### config.mk
export PLATFORM = sky130hd
export DESIGN_NAME = lbrl_update
export DESIGN_NICKNAME = d
export VERILOG_FILES = /design/src/hdl/lbrl_pkg.sv /design/src/hdl/lbrl_update.sv
export SDC_FILE = /design/constraint.sdc
export NUM_CORES = 2
export LEC_CHECK = 0
export BUFFER_PORTS_ARGS = -buffer_cell sky130_fd_sc_hd__buf_4
export CAP_MARGIN = 0
export CORE_MARGIN = 5
export CORE_UTILIZATION = 25
export DETAILED_ROUTE_END_ITERATION = 16
export SLEW_MARGIN = 5
export SYNTH_ARGS = -nofsm -noshare
export SYNTH_HDL_FRONTEND = slang
export SYNTH_SLANG_ARGS = --single-unit
export TNS_END_PERCENT = 20
### constraint.sdc
create_clock -name vclk -period 20.2
set_input_delay 1.01 -clock vclk [all_inputs]
set_output_delay 1.01 -clock vclk [all_outputs]
set_load 0.01 [all_outputs]
### src/hdl/lbrl_pkg.sv
`default_nettype none

package lbrl_pkg;

  localparam int unsigned CFG_IDX_W = 3;

  localparam logic [CFG_IDX_W-1:0] CFG_LIMIT_ENABLE     = 3'd0;
  localparam logic [CFG_IDX_W-1:0] CFG_PERMANENT_POLICY = 3'd1;
  localparam logic [CFG_IDX_W-1:0] CFG_BURST_LEVEL      = 3'd2;
  localparam logic [CFG_IDX_W-1:0] CFG_LEAK_RATE        = 3'd3;
  localparam logic [CFG_IDX_W-1:0] CFG_BLOCK_TTL        = 3'd4;

  localparam logic [31:0] ONE_Q16     = 32'h0001_0000;
  localparam logic [31:0] LEVEL_MAX   = 32'hFFFF_FFFF;
  localparam logic [31:0] TENTH_MULT  = 32'hCCCC_CCCD;
  localparam int unsigned TENTH_SHIFT = 35;

  localparam logic [31:0] BURST_RST   = 32'd6553600;
  localparam logic [31:0] RATE_RST    = 32'd65536;
  localparam logic [31:0] TTL_RST     = 32'd3600;
  localparam logic [28:0] TENTH_RST   = 29'd655360;
  localparam logic [31:0] REOPEN_RST  = 32'd5898240;

  typedef enum logic [1:0] {
    VERDICT_PASS     = 2'd0,
    VERDICT_NEW      = 2'd1,
    VERDICT_EXISTING = 2'd2
  } verdict_e;

  typedef struct packed {
    logic        enable;
    logic        permanent;
    logic [31:0] burst;
    logic [31:0] rate;
    logic [31:0] ttl;
    logic [31:0] reopen;
  } cfg_t;

  typedef struct packed {
    logic        valid;
    logic        blocked;
    logic [31:0] level;
    logic [31:0] last;
  } entry_t;

  typedef struct packed {
    logic        wr_en;
    entry_t      entry;
    verdict_e    verdict;
    logic [31:0] level;
  } upd_t;

endpackage

`default_nettype wire

### src/hdl/lbrl_update.sv
`default_nettype none

module lbrl_update (
  input  wire lbrl_pkg::cfg_t   cfg_i,
  input  wire lbrl_pkg::entry_t cur_i,
  input  wire logic [31:0]      now_i,
  output lbrl_pkg::upd_t        upd_o
);

  logic        later;
  logic [31:0] elapsed;
  logic [63:0] leak;
  logic [31:0] leaked;
  logic [32:0] inc_sum;
  logic [31:0] inc_level;

  assign later   = (cur_i.last < now_i);
  assign elapsed = now_i - cur_i.last;
  assign leak    = {32'd0, cfg_i.rate} * {32'd0, elapsed};

  always_comb begin
    leaked = cur_i.level;
    if (later) begin
      if (leak >= {32'd0, cur_i.level}) begin
        leaked = 32'd0;
      end else begin
        leaked = cur_i.level - leak[31:0];
      end
    end
  end

  assign inc_sum   = {1'b0, leaked} + {1'b0, lbrl_pkg::ONE_Q16};
  assign inc_level = inc_sum[32] ? lbrl_pkg::LEVEL_MAX : inc_sum[31:0];

  always_comb begin
    upd_o.wr_en         = 1'b0;
    upd_o.entry         = cur_i;
    upd_o.verdict       = lbrl_pkg::VERDICT_PASS;
    upd_o.level         = 32'd0;
    if (!cur_i.valid) begin
      upd_o.wr_en         = 1'b1;
      upd_o.entry.valid   = 1'b1;
      upd_o.entry.blocked = 1'b0;
      upd_o.entry.level   = lbrl_pkg::ONE_Q16;
      upd_o.entry.last    = now_i;
      upd_o.level         = lbrl_pkg::ONE_Q16;
    end else if (!cfg_i.enable) begin
      upd_o.level = cur_i.blocked ? 32'd0 : cur_i.level;
    end else if (cur_i.blocked) begin
      if (later && (elapsed >= cfg_i.ttl)) begin
        // reopen
        upd_o.wr_en         = 1'b1;
        upd_o.entry.blocked = 1'b0;
        upd_o.entry.level   = cfg_i.reopen;
        upd_o.entry.last    = now_i;
        upd_o.level         = cfg_i.reopen;
      end else begin
        upd_o.verdict = lbrl_pkg::VERDICT_EXISTING;
      end
    end else begin
      upd_o.wr_en      = 1'b1;
      upd_o.entry.last = now_i;
      if (leaked >= cfg_i.burst) begin
        upd_o.verdict       = lbrl_pkg::VERDICT_NEW;
        upd_o.entry.level   = leaked;
        upd_o.entry.blocked = cfg_i.permanent;
        upd_o.level         = cfg_i.permanent ? 32'd0 : leaked;
      end else begin
        upd_o.entry.level = inc_level;
        upd_o.level       = inc_level;
      end
    end
  end

endmodule

`default_nettype wire

After elaboration in Yosys (flattened, before gate mapping) --
Cells that the tools add are included.
Storage, ports and cells: input bits 228, output and inout port bits 101, logic and storage cells 31, register bits after elaboration 0
Operators by class: add/sub/neg operators 3, multipliers 1, reduce and logical (&&, ||, !) cells 1, muxes and demuxes 22, magnitude comparators 4
Operators with widths (count):
- two-way mux 32 bit | 10
- two-way mux 65 bit | 2
- two-way mux 99 bit | 1
- two-way mux 67 bit | 1
- greater-or-equal comparator 32 bit | 2
- greater-or-equal comparator 64 x 32 -> 1 bit | 1
- multiplier 32 x 32 -> 64 bit | 1
- subtractor 32 bit | 2
- adder 32 x 17 -> 33 bit, second input constant | 1
- less-than comparator 32 bit | 1
- two-way mux 1 bit | 6
- two-way mux 2 bit | 2
- logical AND 1 bit | 1

Depth between registers and ports, before layout --
depth after elaboration 11, depth in mapped cells 74

Worst setup path before layout --
Ideal clock, no wire load.
path kind input -> output, start point in cur_i[1] (netlist bit), end point out upd_o[21] (netlist bit), stages on the path 71, setup slack 3.204 ns, data arrival time 15.986 ns, required time 19.190 ns, path through inv_1 -> ha_1 -> nor2b_1 -> o21ai_0 -> a21boi_0 -> o21ai_0 -> nand2b_1 -> a21oi_1 -> o21ai_0 -> o41ai_1 -> o31ai_1 -> o21ai_0 -> o21bai_1 -> a21oi_1 -> xnor2_1 -> clkbuf_1 -> and2_1 -> fa_1 -> (+35 left out) -> a21oi_1 -> ha_1 -> nand2b_1 -> a21o_1 -> a21o_1 -> a21o_1 -> a21o_1 -> a21o_1 -> a211o_1 -> a31oi_1 -> o31ai_1 -> inv_1 -> nand2_1 -> nor4_4 -> nand3_1 -> buf_2 -> a21o_1 -> a211oi_1
RTL lines:
- from (decl) | RTL line lbrl_update.sv:5 | input wire lbrl_pkg::entry_t cur_i,
- to (decl) | RTL line lbrl_update.sv:7 | output lbrl_pkg::upd_t upd_o

==> results.sh <==
export IMPL_outcome="completed"
export IMPL_avgSynthCellArea_um2=8.17
export IMPL_worst_pin_slew_ns=1.14
export IMPL_maxSlewViolCount=0
export IMPL_grt_max_degree=36
export IMPL_max_freq_mhz=52.4
export IMPL_netlist_area_leader_share_pct=42.2
export IMPL_final_cell_area_um2=47500
export IMPL_io_buffers=328
export IMPL_dieArea_um2=179000
export IMPL_ant_nets=0
export IMPL_drive_above_1_share_pct=9.31
export IMPL_wire_per_inst_um=18.7
export IMPL_netlist_instances=5212
export IMPL_vias=36005
export IMPL_crit_required_ns=19.19
export IMPL_cpLargestDelayFamily="compound AO/OA/AOI/OAI gates"
export IMPL_finalSetupTns_ns=0
export IMPL_die_w_um=423
export IMPL_yosysWarnings=0
export IMPL_fin_crit_ns=19.07
export IMPL_worst_hold_slack_ns=2.34
export IMPL_routabilityCongestion=0.891
export IMPL_ys_types=85
export IMPL_vias_per_cell=4.78
export IMPL_synth_top_area_cell="fa_1"
export IMPL_cpPeakStageDelay_ns=0.57
export IMPL_grt_pass1_wl_mm=224
export IMPL_critPathSlowestCell="fa_1"
export IMPL_crit_end="upd_o[68]"
export IMPL_cap_violations=0
export IMPL_place_area_um2=47400
export IMPL_startpoint="cur_i[1]"
export IMPL_hp_class="primary input to primary output"
export IMPL_synth_seq_area_share_pct=0
export IMPL_crit_type="primary input to primary output"
export IMPL_drc=0
export IMPL_hold_buffers=0
export IMPL_coreArea_um2=169000
export IMPL_synth_fp_nets=6761
export IMPL_ioPinCount=329
export IMPL_synth_area_top_cells="fa_1, ha_1, inv_1"
export IMPL_multiInputGateArea_um2=37400
export IMPL_nFillCells=18337
export IMPL_endpoint_kind="primary output"
export IMPL_start_util_pct=25.1
export IMPL_clock_buffer_count=0
export IMPL_finalNetCount=6858
export IMPL_slew_headroom_pct=23.6
export IMPL_antenna_found_initial=4
export IMPL_min_from="cur_i[13]"
export IMPL_cp_max_fo=21
export IMPL_drtPass1Iterations=5
export IMPL_drtIter0Drc=2069
export IMPL_hold_viol=0
export IMPL_grt_total_usage_pct=15.5
export IMPL_syn2layout_area_growth_pct=11.6
export IMPL_grt_ovfl_total=0
export IMPL_drt_total_wl_mm=141
export IMPL_die_y_um=423
export IMPL_fin_crit_sh_pct=94.4
export IMPL_seq_cells=0
export IMPL_hpwl_mm=120
export IMPL_worstSetupPathDepth=68
export IMPL_final_common_cell="inv_1"
export IMPL_rows=151
export IMPL_crit_arrival_ns=18.06
export IMPL_startpoint_type="primary input"
export IMPL_grt_pass1_vias=39117
export IMPL_final_cell_mix="inv_1, fa_1, nand2_1, ha_1, buf_4"
export IMPL_crit_top_cell="fa_1"
export IMPL_finalSetupViolCount=0
export IMPL_rsz0062_at_grt="no"
export IMPL_crit_buf_inv=12
export IMPL_synthesis_area_um2=42600
export IMPL_seq_area_um2=0
==> kinds of logic (layout without fill, tap and decap cells) <==
family	Yosys count	after routing	synth area share (%)
AO/OA/AOI/OAI	760	760	11.9
XOR/XNOR	99	99	2.04
adder cells (fa/ha/maj)	1321	1321	54.7
buffers and inverters	1462	1557	13.0
multiplexers	35	35	0.914
other	1	10	0.00881
AND/OR/NAND/NOR	1534	1534	17.5
==> layer usage <==
metal	wire [µm]	track usage [%]	vias up
li1	-	-	16250
met1	59800	20.3	18354
met2	69000	27.6	1252
met3	8520	1.76	149
met4	3230	3.24	0
met5	0	0	-
==> worst min path at each step <==
| stage | end | slack [ns] | depth (start not counted) |
|---|---|---|---|
| floorplan | upd_o[82] | 2.16 | 1 |
| global placement | upd_o[37] | 2.34 | 3 |
| detailed placement | upd_o[60] | 2.34 | 3 |
| CTS | upd_o[47] | 2.34 | 3 |
| global route | upd_o[64] | 2.35 | 3 |
| finish | upd_o[47] | 2.34 | 3 |
==> cell type report <==
cell class | count | share of cell area [%]
multi-input combinational | 3750 | 78.7
antenna | 9 | 0.0474
timing repair buffer | 383 | 6.09
tap | 2218 | 5.84
inverter | 1174 | 9.28
==> metrics by stage <==
step	std cells	worst slack [ns]	utilization, %
finish	7534	1.13	28.1
global route	7531	0.0103	28.0
floorplan	5212	3.20	-
global placement	7524	0.551	28.0
detailed placement	7524	0.325	28.0
CTS	7524	0.221	28.0
==> synth_stat cells, types with 8 or more instances <==
cell and count:
o31ai_1 13, and3_1 20, xnor2_1 64, a31oi_1 25, o21ai_1 10, or3_1 14, nor2_1 111, mux2_2 31
fa_1 898, nand2_1 747, o211ai_1 18, nand2b_1 36, o21bai_1 23, a21oi_1 266, nand4_1 50, nand3_1 47
nor2b_1 59, o22ai_1 9, ha_1 423, xor2_1 35, inv_1 1170, and2_1 357, a211oi_1 41, nor3_1 43
o31a_1 8, o21a_1 33, o21ai_0 85, a21o_1 94, o221ai_1 28, clkbuf_1 270, nor4_1 13
==> timing repair <==
| item | CTS | global route |
|---|---|---|
| resized for setup | 0 | 14 |
| setup buffers | 0 | 1 |
| setup endpoints to repair | 0 | 61 |
