### config.mk
export PLATFORM = sky130hd
export DESIGN_NAME = lbrl_cfg_regs
export DESIGN_NICKNAME = d
export VERILOG_FILES = /design/src/hdl/lbrl_pkg.sv /design/src/hdl/lbrl_cfg_regs.sv
export SDC_FILE = /design/constraint.sdc
export NUM_CORES = 1
export LEC_CHECK = 0
export ABC_CLOCK_PERIOD_IN_PS = 21500
export BUFFER_PORTS_ARGS = -buffer_cell sky130_fd_sc_hd__buf_2
export CAP_MARGIN = 40
export CORE_MARGIN = 2
export CORE_UTILIZATION = 69
export DETAILED_ROUTE_END_ITERATION = 10
export PLACE_DENSITY = 0.89
export SYNTH_ARGS = -nofsm -noshare
export SYNTH_HDL_FRONTEND = slang
export SYNTH_SLANG_ARGS = --single-unit
### constraint.sdc
create_clock -name clk_i -period 21.5 [get_ports clk_i]
set_input_delay 2.15 -clock clk_i [delete_from_list [all_inputs] [get_ports clk_i]]
set_output_delay 2.15 -clock clk_i [all_outputs]
set_load 0.02 [all_outputs]
### src/hdl/lbrl_pkg.sv
`default_nettype none

package lbrl_pkg;

  localparam int unsigned CFG_IDX_W = 3;

  localparam logic [CFG_IDX_W-1:0] CFG_LIMIT_ENABLE     = 3'd0;
  localparam logic [CFG_IDX_W-1:0] CFG_PERMANENT_POLICY = 3'd1;
  localparam logic [CFG_IDX_W-1:0] CFG_BURST_LEVEL      = 3'd2;
  localparam logic [CFG_IDX_W-1:0] CFG_LEAK_RATE        = 3'd3;
  localparam logic [CFG_IDX_W-1:0] CFG_BLOCK_TTL        = 3'd4;

  localparam logic [31:0] ONE_Q16     = 32'h0001_0000;
  localparam logic [31:0] LEVEL_MAX   = 32'hFFFF_FFFF;
  localparam logic [31:0] TENTH_MULT  = 32'hCCCC_CCCD;
  localparam int unsigned TENTH_SHIFT = 35;

  localparam logic [31:0] BURST_RST   = 32'd6553600;
  localparam logic [31:0] RATE_RST    = 32'd65536;
  localparam logic [31:0] TTL_RST     = 32'd3600;
  localparam logic [28:0] TENTH_RST   = 29'd655360;
  localparam logic [31:0] REOPEN_RST  = 32'd5898240;

  typedef enum logic [1:0] {
    VERDICT_PASS     = 2'd0,
    VERDICT_NEW      = 2'd1,
    VERDICT_EXISTING = 2'd2
  } verdict_e;

  typedef struct packed {
    logic        enable;
    logic        permanent;
    logic [31:0] burst;
    logic [31:0] rate;
    logic [31:0] ttl;
    logic [31:0] reopen;
  } cfg_t;

  typedef struct packed {
    logic        valid;
    logic        blocked;
    logic [31:0] level;
    logic [31:0] last;
  } entry_t;

  typedef struct packed {
    logic        wr_en;
    entry_t      entry;
    verdict_e    verdict;
    logic [31:0] level;
  } upd_t;

endpackage

`default_nettype wire

### src/hdl/lbrl_cfg_regs.sv
`default_nettype none

module lbrl_cfg_regs (
  input  wire logic                           clk_i,
  input  wire logic                           rst_ni,
  input  wire logic                           wr_en_i,
  input  wire logic [lbrl_pkg::CFG_IDX_W-1:0] wr_index_i,
  input  wire logic [31:0]                    wr_data_i,
  output lbrl_pkg::cfg_t                      cfg_o,
  output logic                                settling_o
);

  logic        enable_q;
  logic        permanent_q;
  logic [31:0] burst_q;
  logic [31:0] rate_q;
  logic [31:0] ttl_q;
  logic [28:0] tenth_q;
  logic [31:0] reopen_q;
  logic [1:0]  settle_q;
  logic [1:0]  settle_d;

  logic [63:0] tenth_prod;
  logic [32:0] tenth_x10;
  logic        tenth_exact;

  // burst / 10 by reciprocal, exact for 32-bit operands
  assign tenth_prod  = {32'd0, burst_q} * {32'd0, lbrl_pkg::TENTH_MULT};
  assign tenth_x10   = {1'b0, tenth_q, 3'b000} + {3'b000, tenth_q, 1'b0};
  assign tenth_exact = (tenth_x10 == {1'b0, burst_q});

  always_comb begin
    settle_d = settle_q;
    if (wr_en_i && (wr_index_i == lbrl_pkg::CFG_BURST_LEVEL)) begin
      settle_d = 2'd2;
    end else if (settle_q != 2'd0) begin
      settle_d = settle_q - 2'd1;
    end
  end

  always_ff @(posedge clk_i or negedge rst_ni) begin
    if (!rst_ni) begin
      enable_q    <= 1'b1;
      permanent_q <= 1'b1;
      burst_q     <= lbrl_pkg::BURST_RST;
      rate_q      <= lbrl_pkg::RATE_RST;
      ttl_q       <= lbrl_pkg::TTL_RST;
      tenth_q     <= lbrl_pkg::TENTH_RST;
      reopen_q    <= lbrl_pkg::REOPEN_RST;
      settle_q    <= 2'd0;
    end else begin
      settle_q <= settle_d;
      // nine tenths of burst: burst - ceil(burst / 10)
      tenth_q  <= tenth_prod[lbrl_pkg::TENTH_SHIFT +: 29];
      reopen_q <= burst_q - {3'b000, tenth_q} - {31'd0, ~tenth_exact};
      if (wr_en_i) begin
        case (wr_index_i)
          lbrl_pkg::CFG_LIMIT_ENABLE:     enable_q    <= wr_data_i[0];
          lbrl_pkg::CFG_PERMANENT_POLICY: permanent_q <= wr_data_i[0];
          lbrl_pkg::CFG_BURST_LEVEL:      burst_q     <= wr_data_i;
          lbrl_pkg::CFG_LEAK_RATE:        rate_q      <= wr_data_i;
          lbrl_pkg::CFG_BLOCK_TTL:        ttl_q       <= wr_data_i;
          default: ;
        endcase
      end
    end
  end

  assign cfg_o.enable    = enable_q;
  assign cfg_o.permanent = permanent_q;
  assign cfg_o.burst     = burst_q;
  assign cfg_o.rate      = rate_q;
  assign cfg_o.ttl       = ttl_q;
  assign cfg_o.reopen    = reopen_q;
  assign settling_o      = (settle_q != 2'd0);

endmodule

`default_nettype wire

Word-level counts from Yosys, hierarchy flattened:

Index checks and enable logic that the tools add are counted.

* bitwise operators: 1
* reductions and logical operators: 9
* muxes and demuxes: 2
* multipliers: 1
* eq/ne operators: 5
* add/subtract/negate cells: 4

Operators with widths (count)
* multiplier 32 x 32 -> 64 bit, second input constant: 1
* adder 32 x 30 -> 33 bit: 1
* == test 33 x 32 -> 1 bit: 1
* subtractor 32 x 1 -> 32 bit: 1
* subtractor 32 x 29 -> 32 bit: 1
* AND reduction 2 bit: 5
* == test 3 x 2 -> 1 bit, second input constant: 2
* two-way mux 2 bit: 2
* nonzero test 2 bit: 2
* == test 3 x 1 -> 1 bit, second input constant: 1
* == test 3 bit, second input constant: 1
* logical NOT 3 bit: 1
* subtractor 2 x 1 -> 2 bit, second input constant: 1
* logical AND 1 bit: 1
* inverter 1 bit: 1

* bits of input ports: 38
* output and inout bits: 131
* logic and storage cells: 30
* bits in registers: 161

Longest topological paths before layout:

* word-level depth: 4
* gate-level depth with buffers: 28
* mapped depth without buffers: 28

Least setup slack after synthesis:

Ideal clock, no wire load.

* kind: reg-to-reg
* start point: register burst_q[19]
* end point: register tenth_q[28]
* cell stages (with the launch flop): 25
* library setup time: 0.125 ns
* data required time: 21.375 ns
* clock period less this slack: 7.070 ns
* buffers on the path: 0
* path slack: 14.430 ns
* arrival time: 6.945 ns
* path through: dfrtp_1 -> ha_1 -> inv_1 -> fa_1 -> inv_1 -> fa_1 -> inv_1 -> fa_1 -> inv_1 -> fa_1 -> fa_1 -> fa_1 -> inv_1 -> fa_1 -> inv_1 -> ha_1 -> nand3_1 -> nor3_1 -> a21boi_0 -> a311oi_2 -> o31ai_2 -> a2111oi_2 -> o31ai_1 -> a21oi_2 -> xnor2_1

* longest elaborated chain between the ends: 1

Ends and longest elaborated chain
* start: declaration: RTL line lbrl_cfg_regs.sv:15 `logic [31:0] burst_q;`
* start signal: assignment: RTL line lbrl_cfg_regs.sv:45 `burst_q <= lbrl_pkg::BURST_RST;`
* start signal: assignment: RTL line lbrl_cfg_regs.sv:60 `lbrl_pkg::CFG_BURST_LEVEL: burst_q <= wr_data_i;`
* multiplier 32 x 32 -> 64 bit: RTL line lbrl_cfg_regs.sv:28 `assign tenth_prod = {32'd0, burst_q} * {32'd0, lbrl_pkg::TENTH_MULT};`
* net tenth_prod[63]: RTL line lbrl_cfg_regs.sv:23 `logic [63:0] tenth_prod;`
* end signal: assignment: RTL line lbrl_cfg_regs.sv:48 `tenth_q <= lbrl_pkg::TENTH_RST;`
* end signal: assignment: RTL line lbrl_cfg_regs.sv:54 `tenth_q <= tenth_prod[lbrl_pkg::TENTH_SHIFT +: 29];`
* end: declaration: RTL line lbrl_cfg_regs.sv:18 `logic [28:0] tenth_q;`

The timed path passes the listed nets, and every way through them passes these cells.
A chain may end at the register's enable or synchronous reset.

Worst setup path after layout:

* start point: register burst_q[30]
* end point: register tenth_q[28]

Same word-level chain as after synthesis.

==> summary.md <==
| Metric | Value |
|---|---|
| Cell type with the highest aggregate area in the netlist | fa_1 |
| Core Region | 36700 sq um |
| Total die area | a little under 40000 sq um |
| Layout area overhead | 7.580% |
| Die width | a little under 200 microns |
| Crit Path Max Fanout | 17 |
| First-pass GRT wire length | approximately 120 mm |
| Critical path launch point type | register |
| Fmax | between 100 and 150 MHz |
| Residual DRC count | 1 |
| Top FF cell, synth | dfrtp_1 |
| Synth cell types | 74 |
| DP HPWL | between 60 and 70 mm |
| Status | finished, violations left |
| CTS Sinks | 161 |
| CTS tree | done |
| Clk buf depth | 2 |
| Max-cap violations | 0 |
| All-Layer GR Usage | 40.28% |
| Yosys Warn Count | 0 |
| # fillers | 2541 |
| Row count | 70 |
| Cts bufs inserted | 17 |
| Final Core Density | 75.49% |
| Synth Cell Area | approximately 26000 sq um |
| Initial Util | 70.17% |
| Failing checks | DRC |
| Crit path kind | reg -> reg |
| Root Driver | clkbuf_16 |
| Share of layout cells above drive strength 1 | between 10% and 20% |
| Post-synthesis cell count | about 2.5k |
| CTS-repair resized insts | 0 |
| Leading cell types in the layout, fill and taps excluded | inv_1, ha_1, fa_1 |
| Top cell type's share of synthesized area | about 30% |
| Register area share after synthesis | ~16% |
| Net Count, Synth | 3403 |
| #FFs+latches synth | ~160 |
| Period utilization | between 30% and 40% |
| Post-synth EDFFs | 0 |
| Setup Buffers After CTS | 0 |
| Worst Hold Class | reg -> reg |
| DR vias/cell | between 6 and 7 |
| CTS Hold Bufs | 0 |
| RSZ-0062 raised after global routing | no |
| Synthesized area per cell | slightly above 10 sq um |
| H-tree Lvls | 4 |
| PortBufs | about 170 |
| Chip height | just under 200 microns |
| Setup TNS | 0 ns |
| # setup viols final | 0 |
| Critical Path AT | just under 9 ns |
| Worst-path clk slew | roughly 0.070 ns |
| Final hold viol count | 0 |
| Routability Congestion | 1.070 |
| Initial DRC Count | around 1.6k |
| Async SR Flop Fraction | 100.0% |
| DR pass1 iterations | 10 |
| NumNets Final | between 3k and 4k |
| Most common cell after layout, fill and taps aside | inv_1 |
| Final Max Tran Viols | 0 |
| Clock Latency Late Sink | between 0.4 and 0.5 ns |
| Max_slew headroom | 39.85% |
| Largest net degree at the start of global routing | 66 |
| Least-Margin Pin Slew | between 0.8 and 0.9 ns |
| Clock period minus worst slack | 8.466 ns |
| Final WL | ~75 mm |
| WL per Instance | between 20 and 25 microns |
| Top cells by area, synth | fa_1, ha_1, dfrtp_1, inv_1, mux2_2 |
| Setup Skew | about 0.010 ns |
| Vias in the first global route | between 20k and 25k |
| Worst EP required | between 20 and 25 ns |
| DR vias | ~19k |
| Critical Path Sink Type | register |
| Antenna-violating nets left | 0 |
| Total gr overflow | 0 |
| Initial antenna violation count | 1 |
| Ports | approximately 170 |
| ANT cells | 0 |
[state kept, by name, summed over array words and instances, names as in the netlist]
name,cells
rate_q,32
reopen_q,32
settle_q,2
ttl_q,32
permanent_q,1
burst_q,32
enable_q,1
tenth_q,29
[logic make-up (layout without fill, tap and decap cells)]
group	count (synthesis)	count (layout)	share of synthesized area, %
and+or+nand+nor	281	281	5.321
adders and majority gates	820	820	51.21
DFF	161	161	15.72
buffers and inverters	693	860	10.19
muxes	70	70	3.051
xor gates and xnor gates	142	142	4.830
AOI/OAI and AO/OA	378	378	9.669
[synthesized netlist by cell type, types with 9 or more instances]
library cell  number
inv_1            652
ha_1             430
fa_1             390
dfrtp_1          145
a21oi_1          106
nand2_1          105
o21ai_0           84
xnor2_1           72
xor2_1            70
mux2_2            68
a21o_1            58
nor2_1            40
clkbuf_1          30
nand3_1           22
nor3_1            20
nand4_1           17
dfstp_2           16
a211oi_1          14
nor2b_1           14
and2_1            13
a31oi_1           12
o21a_1            12
nand2b_1          11
o21bai_1           9
o31ai_1            9
or2_2              9
[per-layer routing]
metal  share of wire, %  vias to the layer above  global-route usage (%)
met5                  0                        -                       0
met4                6.6                        0                   22.36
met1                 38                     9749                   52.53
li1                   -                     8483                       -
met3                7.6                      243                   6.334
met2                 47                      923                   64.93
[layout make-up]
type                       instances  area [sq um]  share of cell area, %
timing repair buffer             176         922.1                  3.329
sequential                       161          4049                  14.62
clock inverter                    15         195.2                 0.7046
tap                              468         585.6                  2.114
clock buffer                      17         425.4                  1.536
multi-input combinational       1691         19080                  68.87
inverter                         652          2447                  8.834
[metrics by stage]
step,std cells,setup WS [ns],area [sq um],hold slack (ns)
after detailed placement,3148,13.09,27080,0.4877
after floorplan,2545,14.43,25750,0.5046
after global routing,3180,12.76,27700,0.5217
final,3180,13.03,27700,0.5033
after global placement,3145,13.28,27040,0.4837
after CTS,3180,13.07,27700,0.5048
[path summary, 6_finish.rpt]
path,start,end,slack (ns),cells past startpoint
worst max-delay path,burst_q[30],tenth_q[28],13.03,22
worst min-delay path,rate_q[4],rate_q[4],0.50,1
min in group asynchronous,rst_ni,rate_q[8],1.62,1
worst min register to register,rate_q[4],rate_q[4],0.50,1
max in group asynchronous,rst_ni,tenth_q[25],18.69,2
worst max register to register,burst_q[30],tenth_q[28],13.03,22
[worst max-delay path, cell delays in order, from the launching register on]
cell and delay (ns):
dfrtp_1 0.87, inv_1 0.33, ha_1 0.42, inv_1 0.24, ha_1 0.31, ha_1 0.37, fa_1 0.62, fa_1 0.47
fa_1 0.52, fa_1 0.49, inv_1 0.05, fa_1 0.47, inv_1 0.04, ha_1 0.31, nand3_1 0.15, nor3_1 0.32
a21boi_0 0.76, a311oi_2 0.28, o31ai_2 0.47, a2111oi_2 0.15, o31ai_1 0.45, a21oi_2 0.11, xnor2_1 0.14
Power is not shown: default switching activity piles up to over one toggle a cycle in this logic, so the estimate is an artifact.
